$ cat src/rtl/vftm_pkg.sv
// Package for the VLAN filter table manager.
// Holds table sizes, field widths, filter word bit positions, codes and table port structs.
// No dependencies.
package vftm_pkg;

    localparam int TBL_DEPTH = 32;
    localparam int IDX_W     = 5;
    localparam int CNT_W     = 6;
    localparam int WORD_W    = 32;
    localparam int VID_W     = 16;
    localparam int CHAN_W    = 3;
    localparam int CFG_IDX_W = 1;
    localparam int CFG_DAT_W = 6;

    localparam logic [VID_W-1:0] ID_MAX = 16'd4095;

    localparam int BIT_ENABLE   = 16;
    localparam int BIT_EXTENDED = 17;
    localparam int BIT_INVERSE  = 18;
    localparam int BIT_CHAN_EN  = 24;
    localparam int CHAN_SHIFT   = 25;

    localparam logic [CNT_W-1:0]  NUM_ENTRIES_RST   = 6'd32;
    localparam logic [CHAN_W-1:0] ROUTE_CHANNEL_RST = 3'd4;

    typedef enum logic [1:0] {
        OP_ADD     = 2'd0,
        OP_DEL     = 2'd1,
        OP_PRELOAD = 2'd2,
        OP_NONE    = 2'd3
    } t_opcode;

    typedef enum logic [2:0] {
        ST_ADDED     = 3'd0,
        ST_PRESENT   = 3'd1,
        ST_BAD_ID    = 3'd2,
        ST_FULL      = 3'd3,
        ST_DELETED   = 3'd4,
        ST_PRELOADED = 3'd5,
        ST_BAD_SLOT  = 3'd6
    } t_status;

    typedef enum logic [CFG_IDX_W-1:0] {
        CFG_NUM_ENTRIES   = 1'b0,
        CFG_ROUTE_CHANNEL = 1'b1
    } t_cfg_idx;

    typedef struct packed {
        logic [IDX_W-1:0]  rd_addr;
        logic              f_we;
        logic              o_we;
        logic              clr;
        logic [IDX_W-1:0]  wr_addr;
        logic [WORD_W-1:0] wr_data;
    } t_tbl_req;

    typedef struct packed {
        logic [WORD_W-1:0] f_q;
        logic [WORD_W-1:0] o_q;
    } t_tbl_rsp;

endpackage

$ cat src/rtl/vftm_table.sv
// Filter and owner word memories with per-entry valid bits.
// One read port (registered data) and one write port; uses vftm_pkg.
module vftm_table (
    input  logic               i_clk,
    input  logic               i_rst_n,
    input  vftm_pkg::t_tbl_req i_req,
    output vftm_pkg::t_tbl_rsp o_rsp
);
    import vftm_pkg::*;

    logic [WORD_W-1:0]    r_f_mem [TBL_DEPTH];
    logic [WORD_W-1:0]    r_o_mem [TBL_DEPTH];
    logic [TBL_DEPTH-1:0] r_f_valid;
    logic [TBL_DEPTH-1:0] r_o_valid;
    logic [WORD_W-1:0]    r_f_q;
    logic [WORD_W-1:0]    r_o_q;
    logic                 r_fv_q;
    logic                 r_ov_q;

    always_ff @(posedge i_clk) begin
        if (i_req.f_we) begin
            r_f_mem[i_req.wr_addr] <= i_req.wr_data;
        end
        if (i_req.o_we) begin
            r_o_mem[i_req.wr_addr] <= i_req.wr_data;
        end
        r_f_q <= r_f_mem[i_req.rd_addr];
        r_o_q <= r_o_mem[i_req.rd_addr];
    end

    always_ff @(posedge i_clk) begin
        if (!i_rst_n) begin
            r_f_valid <= '0;
            r_o_valid <= '0;
            r_fv_q    <= 1'b0;
            r_ov_q    <= 1'b0;
        end else begin
            r_fv_q <= r_f_valid[i_req.rd_addr];
            r_ov_q <= r_o_valid[i_req.rd_addr];
            if (i_req.f_we) begin
                r_f_valid[i_req.wr_addr] <= 1'b1;
            end
            if (i_req.o_we) begin
                r_o_valid[i_req.wr_addr] <= 1'b1;
            end
            if (i_req.clr) begin
                r_f_valid[i_req.wr_addr] <= 1'b0;
                r_o_valid[i_req.wr_addr] <= 1'b0;
            end
        end
    end

    assign o_rsp.f_q = r_fv_q ? r_f_q : '0;
    assign o_rsp.o_q = r_ov_q ? r_o_q : '0;

endmodule

$ cat src/rtl/vftm_ctrl.sv
// Sequencer for add, delete and preload: scans the table, writes back, holds the result.
// Also holds the configuration registers; uses vftm_pkg.
module vftm_ctrl (
    input  logic                             i_clk,
    input  logic                             i_rst_n,
    input  logic                             i_in_valid,
    output logic                             o_in_ready,
    input  logic [1:0]                       i_opcode,
    input  logic [vftm_pkg::VID_W-1:0]       i_vlan_id,
    input  logic [vftm_pkg::IDX_W-1:0]       i_slot_index,
    input  logic [vftm_pkg::WORD_W-1:0]      i_entry_word,
    output logic                             o_out_valid,
    input  logic                             i_out_ready,
    output logic [2:0]                       o_status,
    output logic [vftm_pkg::IDX_W-1:0]       o_slot_used,
    output logic [vftm_pkg::CNT_W-1:0]       o_removed_count,
    input  logic                             i_cfg_valid,
    output logic                             o_cfg_ready,
    input  logic [vftm_pkg::CFG_IDX_W-1:0]   i_cfg_index,
    input  logic [vftm_pkg::CFG_DAT_W-1:0]   i_cfg_data,
    output vftm_pkg::t_tbl_req               o_req,
    input  vftm_pkg::t_tbl_rsp               i_rsp
);
    import vftm_pkg::*;

    typedef enum logic [3:0] {
        S_IDLE  = 4'b0001,
        S_SCAN  = 4'b0010,
        S_WRITE = 4'b0100,
        S_DONE  = 4'b1000
    } t_state;

    t_state             r_state;
    t_opcode            r_op;
    logic [VID_W-1:0]   r_vid;
    logic [IDX_W-1:0]   r_slot;
    logic [WORD_W-1:0]  r_entry;
    logic [WORD_W-1:0]  r_word;
    logic [CNT_W-1:0]   r_n;
    logic [CNT_W-1:0]   r_idx;
    logic               r_pend;
    logic [IDX_W-1:0]   r_chk;
    logic               r_found;
    logic [IDX_W-1:0]   r_free;
    logic [CNT_W-1:0]   r_cnt;
    t_status            r_res_status;
    logic [IDX_W-1:0]   r_res_slot;
    logic [CNT_W-1:0]   r_res_cnt;
    logic               r_out_valid;
    t_status            r_out_status;
    logic [IDX_W-1:0]   r_out_slot;
    logic [CNT_W-1:0]   r_out_cnt;
    logic [CNT_W-1:0]   r_num_entries;
    logic [CHAN_W-1:0]  r_route;

    t_opcode            w_op;
    logic [CNT_W-1:0]   w_n;
    logic [WORD_W-1:0]  w_word;
    logic               w_bad_id;
    logic               w_last;
    logic               w_match;
    logic               w_free_now;
    logic               w_del_hit;
    logic [CNT_W-1:0]   n_cnt;

    assign w_op     = t_opcode'(i_opcode);
    assign w_n      = (r_num_entries > CNT_W'(TBL_DEPTH)) ? CNT_W'(TBL_DEPTH) : r_num_entries;
    assign w_bad_id = (i_vlan_id == '0) || (i_vlan_id > ID_MAX);

    always_comb begin
        w_word                = '0;
        w_word[VID_W-1:0]     = i_vlan_id;
        w_word[BIT_ENABLE]    = 1'b1;
        w_word[BIT_EXTENDED]  = 1'b1;
        w_word[BIT_INVERSE]   = 1'b1;
        w_word[BIT_CHAN_EN]   = 1'b1;
        w_word[CHAN_SHIFT +: CHAN_W] = r_route;
    end

    assign w_last     = ({1'b0, r_chk} == (r_n - CNT_W'(1)));
    assign w_match    = (i_rsp.f_q == r_word);
    assign w_free_now = !i_rsp.f_q[BIT_ENABLE];
    assign w_del_hit  = (i_rsp.f_q[VID_W-1:0] == r_vid) && (i_rsp.f_q != i_rsp.o_q);
    assign n_cnt      = w_del_hit ? r_cnt + CNT_W'(1) : r_cnt;

    always_comb begin
        o_req         = '0;
        o_req.rd_addr = r_idx[IDX_W-1:0];
        if (r_state == S_SCAN && r_pend && r_op == OP_DEL && w_del_hit) begin
            o_req.clr     = 1'b1;
            o_req.wr_addr = r_chk;
        end
        if (r_state == S_WRITE) begin
            if (r_op == OP_PRELOAD) begin
                o_req.f_we    = 1'b1;
                o_req.o_we    = 1'b1;
                o_req.wr_addr = r_slot;
                o_req.wr_data = r_entry;
            end else begin
                o_req.f_we    = 1'b1;
                o_req.wr_addr = r_free;
                o_req.wr_data = r_word;
            end
        end
    end

    always_ff @(posedge i_clk) begin
        if (!i_rst_n) begin
            r_num_entries <= NUM_ENTRIES_RST;
            r_route       <= ROUTE_CHANNEL_RST;
        end else if (i_cfg_valid) begin
            case (t_cfg_idx'(i_cfg_index))
                CFG_NUM_ENTRIES:   r_num_entries <= i_cfg_data[CNT_W-1:0];
                CFG_ROUTE_CHANNEL: r_route       <= i_cfg_data[CHAN_W-1:0];
                default: ;
            endcase
        end
    end

    always_ff @(posedge i_clk) begin
        if (!i_rst_n) begin
            r_state     <= S_IDLE;
            r_pend      <= 1'b0;
            r_out_valid <= 1'b0;
        end else begin
            if (r_out_valid && i_out_ready && r_state != S_DONE) begin
                r_out_valid <= 1'b0;
            end
            case (r_state)
                S_IDLE: begin
                    if (i_in_valid) begin
                        r_op         <= w_op;
                        r_vid        <= i_vlan_id;
                        r_slot       <= i_slot_index;
                        r_entry      <= i_entry_word;
                        r_word       <= w_word;
                        r_n          <= w_n;
                        r_idx        <= '0;
                        r_pend       <= 1'b0;
                        r_found      <= 1'b0;
                        r_free       <= '0;
                        r_cnt        <= '0;
                        r_res_slot   <= '0;
                        r_res_cnt    <= '0;
                        case (w_op)
                            OP_ADD: begin
                                if (w_bad_id) begin
                                    r_res_status <= ST_BAD_ID;
                                    r_state      <= S_DONE;
                                end else if (w_n == '0) begin
                                    r_res_status <= ST_FULL;
                                    r_state      <= S_DONE;
                                end else begin
                                    r_state <= S_SCAN;
                                end
                            end
                            OP_DEL: begin
                                if (w_n == '0) begin
                                    r_res_status <= ST_DELETED;
                                    r_state      <= S_DONE;
                                end else begin
                                    r_state <= S_SCAN;
                                end
                            end
                            OP_PRELOAD: begin
                                if ({1'b0, i_slot_index} >= w_n) begin
                                    r_res_status <= ST_BAD_SLOT;
                                    r_state      <= S_DONE;
                                end else begin
                                    r_state <= S_WRITE;
                                end
                            end
                            default: r_state <= S_IDLE;
                        endcase
                    end
                end
                S_SCAN: begin
                    if (r_idx < r_n) begin
                        r_idx  <= r_idx + CNT_W'(1);
                        r_pend <= 1'b1;
                        r_chk  <= r_idx[IDX_W-1:0];
                    end else begin
                        r_pend <= 1'b0;
                    end
                    if (r_pend) begin
                        if (r_op == OP_ADD) begin
                            if (w_match) begin
                                r_res_status <= ST_PRESENT;
                                r_state      <= S_DONE;
                            end else begin
                                if (w_free_now) begin
                                    r_found <= 1'b1;
                                    r_free  <= r_chk;
                                end
                                if (w_last) begin
                                    if (r_found || w_free_now) begin
                                        r_state <= S_WRITE;
                                    end else begin
                                        r_res_status <= ST_FULL;
                                        r_state      <= S_DONE;
                                    end
                                end
                            end
                        end else begin
                            r_cnt <= n_cnt;
                            if (w_last) begin
                                r_res_status <= ST_DELETED;
                                r_res_cnt    <= n_cnt;
                                r_state      <= S_DONE;
                            end
                        end
                    end
                end
                S_WRITE: begin
                    if (r_op == OP_PRELOAD) begin
                        r_res_status <= ST_PRELOADED;
                        r_res_slot   <= r_slot;
                    end else begin
                        r_res_status <= ST_ADDED;
                        r_res_slot   <= r_free;
                    end
                    r_state <= S_DONE;
                end
                S_DONE: begin
                    if (!r_out_valid || i_out_ready) begin
                        r_out_valid <= 1'b1;
                        r_state     <= S_IDLE;
                    end
                end
                default: r_state <= S_IDLE;
            endcase
        end
    end

    always_ff @(posedge i_clk) begin
        if (r_state == S_DONE && (!r_out_valid || i_out_ready)) begin
            r_out_status <= r_res_status;
            r_out_slot   <= r_res_slot;
            r_out_cnt    <= r_res_cnt;
        end
    end

    assign o_in_ready      = (r_state == S_IDLE);
    assign o_cfg_ready     = 1'b1;
    assign o_out_valid     = r_out_valid;
    assign o_status        = r_out_status;
    assign o_slot_used     = r_out_slot;
    assign o_removed_count = r_out_cnt;

endmodule

$ cat src/rtl/vlan_filter_table_manager.sv
// VLAN receive-filter table manager: one operation at a time over a 32-entry
// filter table and owner table. An add or delete reads one entry per cycle through the
// table's single read port; an add that finds its word present stops at that entry. A preload
// writes its slot without a scan; an invalid id, a bad slot, or an add or delete with no
// slots in use goes straight to the result.
// The result sits in an output register, so the next beat is taken while the previous result
// waits; a second finished result holds until the first is taken. Both tables read as
// zero after reset through per-entry valid bits; no clearing pass is needed.
// Top level: ties vftm_ctrl to vftm_table; uses vftm_pkg.
module vlan_filter_table_manager (
    input  logic                             i_clk,
    input  logic                             i_rst_n,
    input  logic                             i_in_valid,
    output logic                             o_in_ready,
    input  logic [1:0]                       i_opcode,
    input  logic [vftm_pkg::VID_W-1:0]       i_vlan_id,
    input  logic [vftm_pkg::IDX_W-1:0]       i_slot_index,
    input  logic [vftm_pkg::WORD_W-1:0]      i_entry_word,
    output logic                             o_out_valid,
    input  logic                             i_out_ready,
    output logic [2:0]                       o_status,
    output logic [vftm_pkg::IDX_W-1:0]       o_slot_used,
    output logic [vftm_pkg::CNT_W-1:0]       o_removed_count,
    input  logic                             i_cfg_valid,
    output logic                             o_cfg_ready,
    input  logic [vftm_pkg::CFG_IDX_W-1:0]   i_cfg_index,
    input  logic [vftm_pkg::CFG_DAT_W-1:0]   i_cfg_data
);
    import vftm_pkg::*;

    t_tbl_req w_req;
    t_tbl_rsp w_rsp;

    vftm_ctrl u_ctrl (
        .i_clk           (i_clk),
        .i_rst_n         (i_rst_n),
        .i_in_valid      (i_in_valid),
        .o_in_ready      (o_in_ready),
        .i_opcode        (i_opcode),
        .i_vlan_id       (i_vlan_id),
        .i_slot_index    (i_slot_index),
        .i_entry_word    (i_entry_word),
        .o_out_valid     (o_out_valid),
        .i_out_ready     (i_out_ready),
        .o_status        (o_status),
        .o_slot_used     (o_slot_used),
        .o_removed_count (o_removed_count),
        .i_cfg_valid     (i_cfg_valid),
        .o_cfg_ready     (o_cfg_ready),
        .i_cfg_index     (i_cfg_index),
        .i_cfg_data      (i_cfg_data),
        .o_req           (w_req),
        .i_rsp           (w_rsp)
    );

    vftm_table u_table (
        .i_clk   (i_clk),
        .i_rst_n (i_rst_n),
        .i_req   (w_req),
        .o_rsp   (w_rsp)
    );

endmodule

$ cat config.mk
export PLATFORM = sky130hd
export DESIGN_NAME = vlan_filter_table_manager
export DESIGN_NICKNAME = d
export VERILOG_FILES = /design/src/rtl/vftm_pkg.sv /design/src/rtl/vftm_table.sv /design/src/rtl/vftm_ctrl.sv /design/src/rtl/vlan_filter_table_manager.sv
export SDC_FILE = /design/constraint.sdc
export NUM_CORES = 2
export LEC_CHECK = 0
export ABC_AREA = 1
export BUFFER_PORTS_ARGS = -buffer_cell sky130_fd_sc_hd__buf_2
export CORE_MARGIN = 1.5
export CORE_UTILIZATION = 50
export DETAILED_ROUTE_END_ITERATION = 12
export GPL_TIMING_DRIVEN = 0
export PLACE_DENSITY = 0.71
export RECOVER_POWER = 25
export SLEW_MARGIN = 20
export SYNTH_ARGS = -nofsm -noshare
export SYNTH_HDL_FRONTEND = slang
export SYNTH_HIERARCHICAL = 1
export SYNTH_SLANG_ARGS = --single-unit
$ cat constraint.sdc
create_clock -name i_clk -period 11.4 [get_ports i_clk]
set_input_delay 2.28 -clock i_clk [delete_from_list [all_inputs] [get_ports i_clk]]
set_output_delay 2.28 -clock i_clk [all_outputs]
set_load 0.03 [all_outputs]
==> flow_metrics.py <==
metrics = {
    "status": {
        "outcome": "finished, violations left",
        "violations": "max-capacitance violations, max-slew violations",
    },
    "floorplan": {
        "die_w_um": 435,
        "core_um2": 185000,
        "start_util": 0.504,
        "chipHeight_um": 435,
        "dieArea_um2": 189000,
        "pin_count": 84,
        "rows": 158,
    },
    "logic_synthesis": {
        "synthArstFlopShare": 0,
        "ys_top_cells_by_area": "edfxtp_1, nand2_1, nand3_1",
        "avgSynthCellArea_um2": 11.7,
        "netlist_area_um2": 93400,
        "syn_inst": 7984,
        "synth_edf_count": 2163,
        "netlist.area_leader.share": 0.696,
        "yosysWarnings": 6,
        "syn-num-nets": 8069,
        "netlist-cell-type-count": 50,
        "synth_area_leader_cell": "edfxtp_1",
        "ys_seq_area_frac": 0.727,
        "synth_seq_cells": 2308,
        "synth-main-ff-cell": "edfxtp_1",
    },
    "final_layout": {
        "syn2layout_area_growth_pct": 16.5,
        "fin_util": 0.587,
        "multi_input_area_um2": 22700,
        "final_layout_size_suffix_gt1_frac": 0.118,
        "nFillCells": 14748,
        "nets": 8611,
        "seqCellArea_um2": 67900,
    },
    "grt": {
        "grt_max_degree": 39,
        "grt_pass1_wl_um": 478000,
        "grt_pass1_vias": 65598,
        "grt_usage": 0.359,
        "antenna_found_initial": 23,
        "overflow": 0,
    },
    "sta": {
        "worst_slew_margin_rel": -0.677,
        "fin_ws_ns": 4.66,
        "period_needed_ns": 6.74,
        "setup_violations": 0,
        "drv_slew": 379,
        "fmax_ghz": 0.148,
        "skew_ns": 0.0496,
        "rsz0062_at_grt": "false",
        "tightest_slew_ns": 2.50,
        "hold_viol": 0,
        "period_share": 0.591,
    },
    "clock_tree": {
        "cts_sinks": 2308,
        "numCtsBuffers": 222,
        "postCtsResizedCells": 0,
        "cts_setup_buffers": 0,
        "clockBufferDepth": 3,
        "cts-hold-fix-buffers": 0,
        "clkTransAtPathRegs_ns": 0.06,
        "cts_tree": "done",
        "h-tree-depth": 4,
        "clock_latency_ns": 0.89,
        "cts_root_buffer": "clkbuf_16",
    },
    "worst_setup_path": {
        "cp_max_fo": 15,
        "crit_required_ns": 11.96,
        "worstSetupEndpointType": "register",
        "crit_type": "reg2reg",
        "worstPathArrival_ns": 7.30,
        "start_kind": "register",
    },
    "placed_design": {
        "place_ws_ns": 6.29,
        "hpwl_um": 247000,
        "globalplace.congestion": 0.971,
        "io_buffer_count": 82,
    },
    "power_and_ir_drop": {
        "pwr_density_cell_nw_per_um2": 174,
        "ir_drop_v": 0.000152,
        "leakage_nw": 41.8,
    },
    "drt": {
        "wl_per_cell_um": 31.1,
        "viasPerCell": 6.24,
        "wl_um": 348000,
        "drc_errors": 0,
        "ant_nets": 0,
        "firstDrtPassIters": 7,
        "via_count": 69956,
        "initialDrtViolationCount": 12230,
    },
    "flow_run": {
        "timing.max_cap.violations": 17,
    },
    "hold_path": {
        "hp-class": "reg2reg",
    },
}
cell usage after synthesis, types with 2 or more instances:
library cell	number
o21bai_1	4
a31oi_1	39
clkbuf_1	94
buf_4	76
o21ba_2	40
nand4_1	5
a211oi_1	14
nor4_1	2
o21a_1	2
nand2_1	2635
buf_12	2
dfxtp_1	145
edfxtp_1	2163
buf_6	33
nand3_1	1767
o21ai_0	49
inv_2	7
o211ai_1	2
or2_1	3
or2_2	2
ha_1	18
nor2_2	3
nor2_1	238
xor2_1	12
nand2_2	3
buf_2	236
nor3_4	2
a21oi_1	68
inv_4	2
and2_1	2
buf_1	49
o21ai_1	40
nor3_1	19
inv_1	167
xnor2_1	26
metrics by stage:
stage	hold WS, ns	cells	area (um^2)	TNS [ns]	total power [W]
after floorplan	0.400	7984	93400	0	0.0107
after global placement	0.406	10546	96900	-34.08	0.0116
after detailed placement	0.405	10781	103000	0	0.0116
after CTS	0.420	11193	110000	0	0.0189
after global routing	0.425	11194	109000	0	0.0193
final	0.421	11203	109000	0	0.0189
logic make-up (layout without fill, tap and decap cells):
logic type               after synthesis  after routing  share of synthesized area
AND/OR/NAND/NOR                     4687           4687                      0.213
XOR/XNOR                              38             38                    0.00356
other                                  1             10                  0.0000402
buffers and inverters                668           1398                     0.0362
AO/OA/AOI/OAI                        264            264                     0.0178
adder cells (fa/ha/maj)               18             18                    0.00241
flip-flops                          2308           2308                      0.727
sequential cells by signal, indices dropped and copies added (netlist names), 6 cells and up:
name,flops
u_ctrl/r_idx,6
u_ctrl/r_vid,15
u_table/r_o_mem,1024
u_ctrl/r_cnt,6
u_table/r_o_valid,32
u_ctrl/r_n,6
u_table/r_o_q,32
u_ctrl/r_res_cnt,6
u_ctrl/r_num_entries,6
u_table/r_f_mem,1024
u_ctrl/r_entry,32
u_table/r_f_valid,32
u_ctrl/o_removed_count,6
u_table/r_f_q,32
layout make-up:
class | count | share of cell area
multi-input combinational | 5008 | 0.209
tap | 2480 | 0.0285
clock inverter | 131 | 0.0128
antenna | 9 | 0.000207
inverter | 177 | 0.00614
clock buffer | 281 | 0.0536
buffer | 491 | 0.0250
sequential | 2308 | 0.624
timing repair buffer | 318 | 0.0417
cells in the final DEF, fill, tap and decap left out, types with 100 or more instances in the layout:
cell,instances
buf_12,100
buf_2,289
clkbuf_1,230
clkbuf_16,223
dfxtp_1,145
edfxtp_1,2163
inv_1,167
nand2_1,2635
nand3_1,1767
nor2_1,167
critical path, stage by stage (launching register included):
cell        delay [ns]
dfxtp_1           0.39
clkinv_1          0.11
nor3_1            1.42
clkinvlp_2        1.29
nor2_1            0.43
nand2_4           0.14
o21bai_1          0.42
inv_1             0.17
nor3_1            0.54
nand2_1           0.30
nor2_4            0.64
buf_12            0.29
buf_12            0.22
path summary, 6_finish.rpt:
kind / startpoint / to / slack, ns / depth (start not counted)
max reg2reg: u_ctrl/r_state[1] / u_table/r_f_mem[28][3] / 4.66 / 12
max: u_ctrl/r_state[1] / u_table/r_f_mem[28][3] / 4.66 / 12
min reg2reg: u_ctrl/r_res_status[2] / u_ctrl/o_status[2] / 0.42 / 0
min: u_ctrl/r_res_status[2] / u_ctrl/o_status[2] / 0.42 / 0
routing by layer:
| metal | vias up | GRT usage | wire length (um) |
|---|---|---|---|
| met2 | 5878 | 0.523 | 147000 |
| met3 | 1142 | 0.120 | 55800 |
| li1 | 29074 | - | - |
| met1 | 33850 | 0.466 | 118000 |
| met5 | - | 0 | 119 |
| met4 | 12 | 0.221 | 26500 |
where the power goes:
part           total (W)  internal, W  switching [W]  leakage [nW]
sequential       0.00936      0.00928      0.0000707          25.4
combinational    0.00220     0.000533        0.00167          13.0
clock            0.00739      0.00414        0.00325          3.51
total             0.0189       0.0140        0.00498          41.8
No activity file was read; power rests on OpenSTA's default activity.
